[config.mk]
export PLATFORM = sky130hd
export DESIGN_NAME = lli_div_cell
export DESIGN_NICKNAME = d
export VERILOG_FILES = /design/src/design/lli_pkg.sv /design/src/design/lli_div_cell.sv
export SDC_FILE = /design/constraint.sdc
export NUM_CORES = 1
export LEC_CHECK = 0
export BUFFER_PORTS_ARGS = -buffer_cell sky130_fd_sc_hd__buf_4
export CAP_MARGIN = 20
export CELL_PAD_IN_SITES_DETAIL_PLACEMENT = 0
export CELL_PAD_IN_SITES_GLOBAL_PLACEMENT = 1
export CORE_AREA = 2 2 258 260
export DETAILED_ROUTE_END_ITERATION = 8
export DIE_AREA = 0 0 260 262
export GPL_ROUTABILITY_DRIVEN = 1
export GPL_TIMING_DRIVEN = 0
export PLACE_DENSITY_LB_ADDON = 0.1
export SKIP_LAST_GASP = 1
export SYNTH_ARGS = -nofsm -noshare
export SYNTH_HDL_FRONTEND = slang
export SYNTH_SLANG_ARGS = --single-unit
[constraint.sdc]
create_clock -name clock -period 4 [get_ports clock]
set_clock_uncertainty 0.1 [all_clocks]
set_input_delay 0.4 -clock clock [delete_from_list [all_inputs] [get_ports clock]]
set_output_delay 0.4 -clock clock [all_outputs]
set_load 0.01 [all_outputs]
[src/design/lli_pkg.sv]
// Shared types and widths for the line intersection core.
package lli_pkg;
   localparam int CoordW = 32;
   localparam int NumMagW = 97;
   localparam int DenMagW = 66;

   typedef struct packed {
      logic [DenMagW-1:0] den_mag;
      logic [NumMagW-1:0] rem_x;
      logic [NumMagW-1:0] rem_y;
      logic [CoordW-1:0]  q_x;
      logic [CoordW-1:0]  q_y;
      logic               neg_x;
      logic               neg_y;
      logic               big_x;
      logic               big_y;
      logic               par;
   } div_type;
endpackage

[src/design/lli_div_cell.sv]
// One restoring-division cell that settles one quotient bit for both coordinates.
module lli_div_cell #(
   parameter int K = 0
) (
   input  logic             clock,
   input  logic             reset,
   input  logic             en,
   input  logic             in_valid,
   input  lli_pkg::div_type in_div,
   output logic             out_valid,
   output lli_pkg::div_type out_div
);
   import lli_pkg::*;

   localparam int Shift = CoordW - 1 - K;

   logic [NumMagW-1:0] dsh;
   div_type            div_in;
   div_type            div_ff;
   logic               valid_ff;

   always_comb begin
      dsh    = NumMagW'(in_div.den_mag) << Shift;
      div_in = in_div;
      if (in_div.rem_x >= dsh) begin
         div_in.rem_x     = in_div.rem_x - dsh;
         div_in.q_x[Shift] = 1'b1;
      end
      if (in_div.rem_y >= dsh) begin
         div_in.rem_y     = in_div.rem_y - dsh;
         div_in.q_y[Shift] = 1'b1;
      end
   end

   always_ff @(posedge clock) begin
      if (reset) begin
         valid_ff <= 1'b0;
      end else if (en) begin
         valid_ff <= in_valid;
      end
      if (en) begin
         div_ff <= div_in;
      end
   end

   assign out_valid = valid_ff;
   assign out_div   = div_ff;
endmodule

==> impl_metrics.json <==
{
  "status": "finished, violations left",
  "failed_checks": "negative setup slack",
  "endpoint_kind": "flip-flop",
  "grt_overflow": 0,
  "drive_above_1_share_pct": 31.0,
  "final_antenna_net_count": 0,
  "grt_pass1_wl_um": 118000,
  "holdCritStartpoint": "in_div[163]",
  "initial_core_util_pct": 30.5,
  "stdcell_count": 3647,
  "worstReg2RegEnd": "out_valid",
  "ir_drop_mv": 0.261,
  "r2r-start": "out_valid",
  "criticalPathCategory": "input pin to flip-flop",
  "htreeDepth": 2,
  "synth_flop_cell": "edfxtp_1",
  "fp.dieW_um": 260,
  "grt_pass1_vias": 18400,
  "cts.sink_count": 330,
  "layout.nets": 3211,
  "port_buffers": 662,
  "rsz0062_at_grt": "yes",
  "gp_congestion": 0.872,
  "dieArea_um2": 68100,
  "grt_use_met3_pct": 5.54,
  "slew_headroom_pct": 33.4,
  "gr-max-usage-layer": "met2",
  "fin_crit_sh_pct": 100,
  "maxCapViolations": 0,
  "final-hold-violation-count": 0,
  "leakage_nw": 12.7,
  "synth-seq-cells": 330,
  "use_met2_pct": 41.2,
  "synthSimpleGateAreaFrac_pct": 10.8,
  "root_buffer": "clkbuf_16",
  "antenna_found_initial": 8,
  "hold_class": "input pin to flip-flop",
  "required_ps": 4210,
  "arrival_ps": 4220,
  "vias_per_cell": 4.97,
  "netlist_area_um2": 19900,
  "grt_max_degree": 104,
  "coreArea_um2": 65300,
  "cp-start-kind": "input pin",
  "drt_first_pass_iters": 5,
  "synth_top_family_by_area": "compound AO/OA/AOI/OAI gates",
  "synth_edf_count": 329,
  "clockBufferDepth": 3,
  "dp.cells": 3361,
  "holdPathStages": 2,
  "drc": 0,
  "syn_avg_cell_area_um2": 10.9,
  "worstMarginPinSlew_ps": 989,
  "area_delta_synth_final_pct": 47.9,
  "wl_per_cell_um": 22.9,
  "cp_max_fo": 5,
  "syn_nets": 2298,
  "grtUsageTotal_pct": 23.3,
  "yosysUniqueCellTypes": 76,
  "clk_latency_ps": 560,
  "hpwl_um": 67600,
  "synth_fa_ha_area_share_pct": 8.48,
  "drtIter0Drc": 1222,
  "r2r_cells": 3,
  "fp.dieH_um": 262,
  "synth_compound_area_share_pct": 17.5,
  "maxSlewViolCount": 0,
  "cts_buffers": 41,
  "finalCriticalPeriod_ps": 4010,
  "power_density_nw_per_um2": 379,
  "use_met1_pct": 28.5,
  "async_flop_share_pct": 0,
  "synth_seq_area_share_pct": 49.7,
  "cts_tree": "done",
  "synth_cells": 1831,
  "dr_total_vias": 18100,
  "fin_total_pwr_mw": 11.2,
  "ios": 663,
  "synth_xor_area_share_pct": 5.18,
  "setup_slack_ps": -5.86,
  "rows": 94,
  "setup_viol": 1,
  "finish.utilization_pct": 45.2,
  "fmaxAchievable_mhz": 250,
  "hold_end": "out_div[163]",
  "path_clk_slew_ps": 60,
  "synth_mux_area_share_pct": 4.56,
  "ys.warnings.count": 0,
  "wl_um": 83600,
  "reg2reg_slack_ps": 2760
}
==> power breakdown <==
group	internal [mW]	total [mW]	switching [mW]
registers	4.25	4.36	0.107
logic	1.54	3.32	1.78
clock network	1.96	3.51	1.55
==> how the worst max path moves through the flow <==
stage / from / endpoint / slack [ps] / cells past startpoint
after floorplan: in_div[100] / out_div[130] / 320 / 15
after global placement: in_div[100] / out_div[149] / -1110 / 16
after detailed placement: in_div[100] / out_div[149] / -1130 / 16
after CTS: in_div[100] / out_div[149] / -10 / 18
after global routing: in_div[197] / out_div[259] / -1 / 15
final: in_div[265] / out_div[261] / -6 / 13
==> registers in the layout, indices dropped and copies added, names as in the netlist <==
name and flops:
out_valid 1, out_div 329
==> layout by cell type, fill, tap and decap left out, types with 25 or more instances in the layout <==
master | synthesis | routed
nor2_1 | 122 | 122
nand4_1 | 40 | 40
o21ai_0 | 86 | 83
xor2_1 | 49 | 49
buf_4 | 2 | 668
clkbuf_16 | 0 | 41
a21oi_1 | 203 | 202
a21o_1 | 73 | 73
nand2_1 | 118 | 118
mux2_4 | 25 | 25
xnor2_1 | 69 | 69
mux2_2 | 43 | 43
o21a_1 | 25 | 25
dlygate4sd3_1 | 0 | 200
clkbuf_1 | 40 | 48
inv_1 | 113 | 113
nand3_1 | 38 | 38
o21bai_1 | 41 | 41
edfxtp_1 | 329 | 329
ha_1 | 132 | 132
==> per-layer routing <==
layer,vias up,wire length (um)
met3,84,5770
met2,587,41900
li1,8723,-
met1,8747,34100
met5,-,16
met4,2,1770
==> worst max-delay path: stages <==
cell and delay (ps):
buf_4 120, inv_1 100, ha_1 300, nor2b_1 190, o21bai_1 330, a211oi_2 150, nor3_1 660, o31a_1 380
o21ai_1 200, a41oi_2 460, o21ai_1 280, or3_1 400, a41o_1 260
==> kinds of logic after synthesis <==
family | after synthesis
AOI/OAI and AO/OA | 549
buffers and inverters | 179
and+or+nand+nor | 448
adders and majority gates | 134
DFF | 330
muxes | 73
xor gates and xnor gates | 118
==> repair_timing <==
| item | CTS | global route |
|---|---|---|
| setup buffers | 2 | 2 |
| hold endpoints to repair | 199 | 0 |
| gates resized for setup | 15 | 14 |
| pin swaps | 2 | 4 |
| setup endpoints to repair | 132 | 99 |
| hold buffers | 200 | 0 |
==> area by class of cell <==
class	instances	area, um2
Fill cell	6251	35800
Sequential cell	330	9900
Multi-Input combinational cell	1322	9400
Timing Repair Buffer	870	7100
Tap cell	864	1080
Clock buffer	49	1060
Inverter	113	424
Buffer	66	343
Clock inverter	24	176
Antenna cell	9	22.5
==> per-stage QoR <==
step                      worst slack (ps)  instance area, um2  hold slack, ps  setup TNS, ps
after detailed placement             -1130               26100             395        -106320
final                                -5.86               29500            44.1          -5.86
after global placement               -1110               26000             373        -160850
after global routing                 -1.16               29500            19.7          -1.16
after CTS                            -9.69               29400           0.188          -9.69
after floorplan                        318               19900             372              0
==> synth_stat cells (6+ instances only) <==
cell type	instances	area, um2
or3_1	10	62.6
a31o_2	10	87.6
nor3_1	25	125
a211oi_1	10	75.1
o31ai_1	9	67.6
o221ai_1	7	61.3
o21a_1	25	188
nand3_1	38	190
xnor2_1	69	604
a21boi_0	8	60.1
nor2b_1	14	87.6
or2_2	7	43.8
o21bai_1	41	308
buf_2	18	90.1
ha_1	132	1650
and3_1	11	68.8
a21o_1	73	548
nor2_1	122	458
clkbuf_1	40	150
mux2_2	43	484
a21oi_1	203	1020
o21ai_0	86	430
nand2b_1	13	81.3
buf_6	6	67.6
edfxtp_1	329	9880
nand2_1	118	443
and2_1	9	56.3
mux2_4	25	375
nor4_1	22	138
a31oi_1	22	138
nand4_1	40	250
inv_1	113	424
xor2_1	49	429
Power figures use the tool's default switching activity.
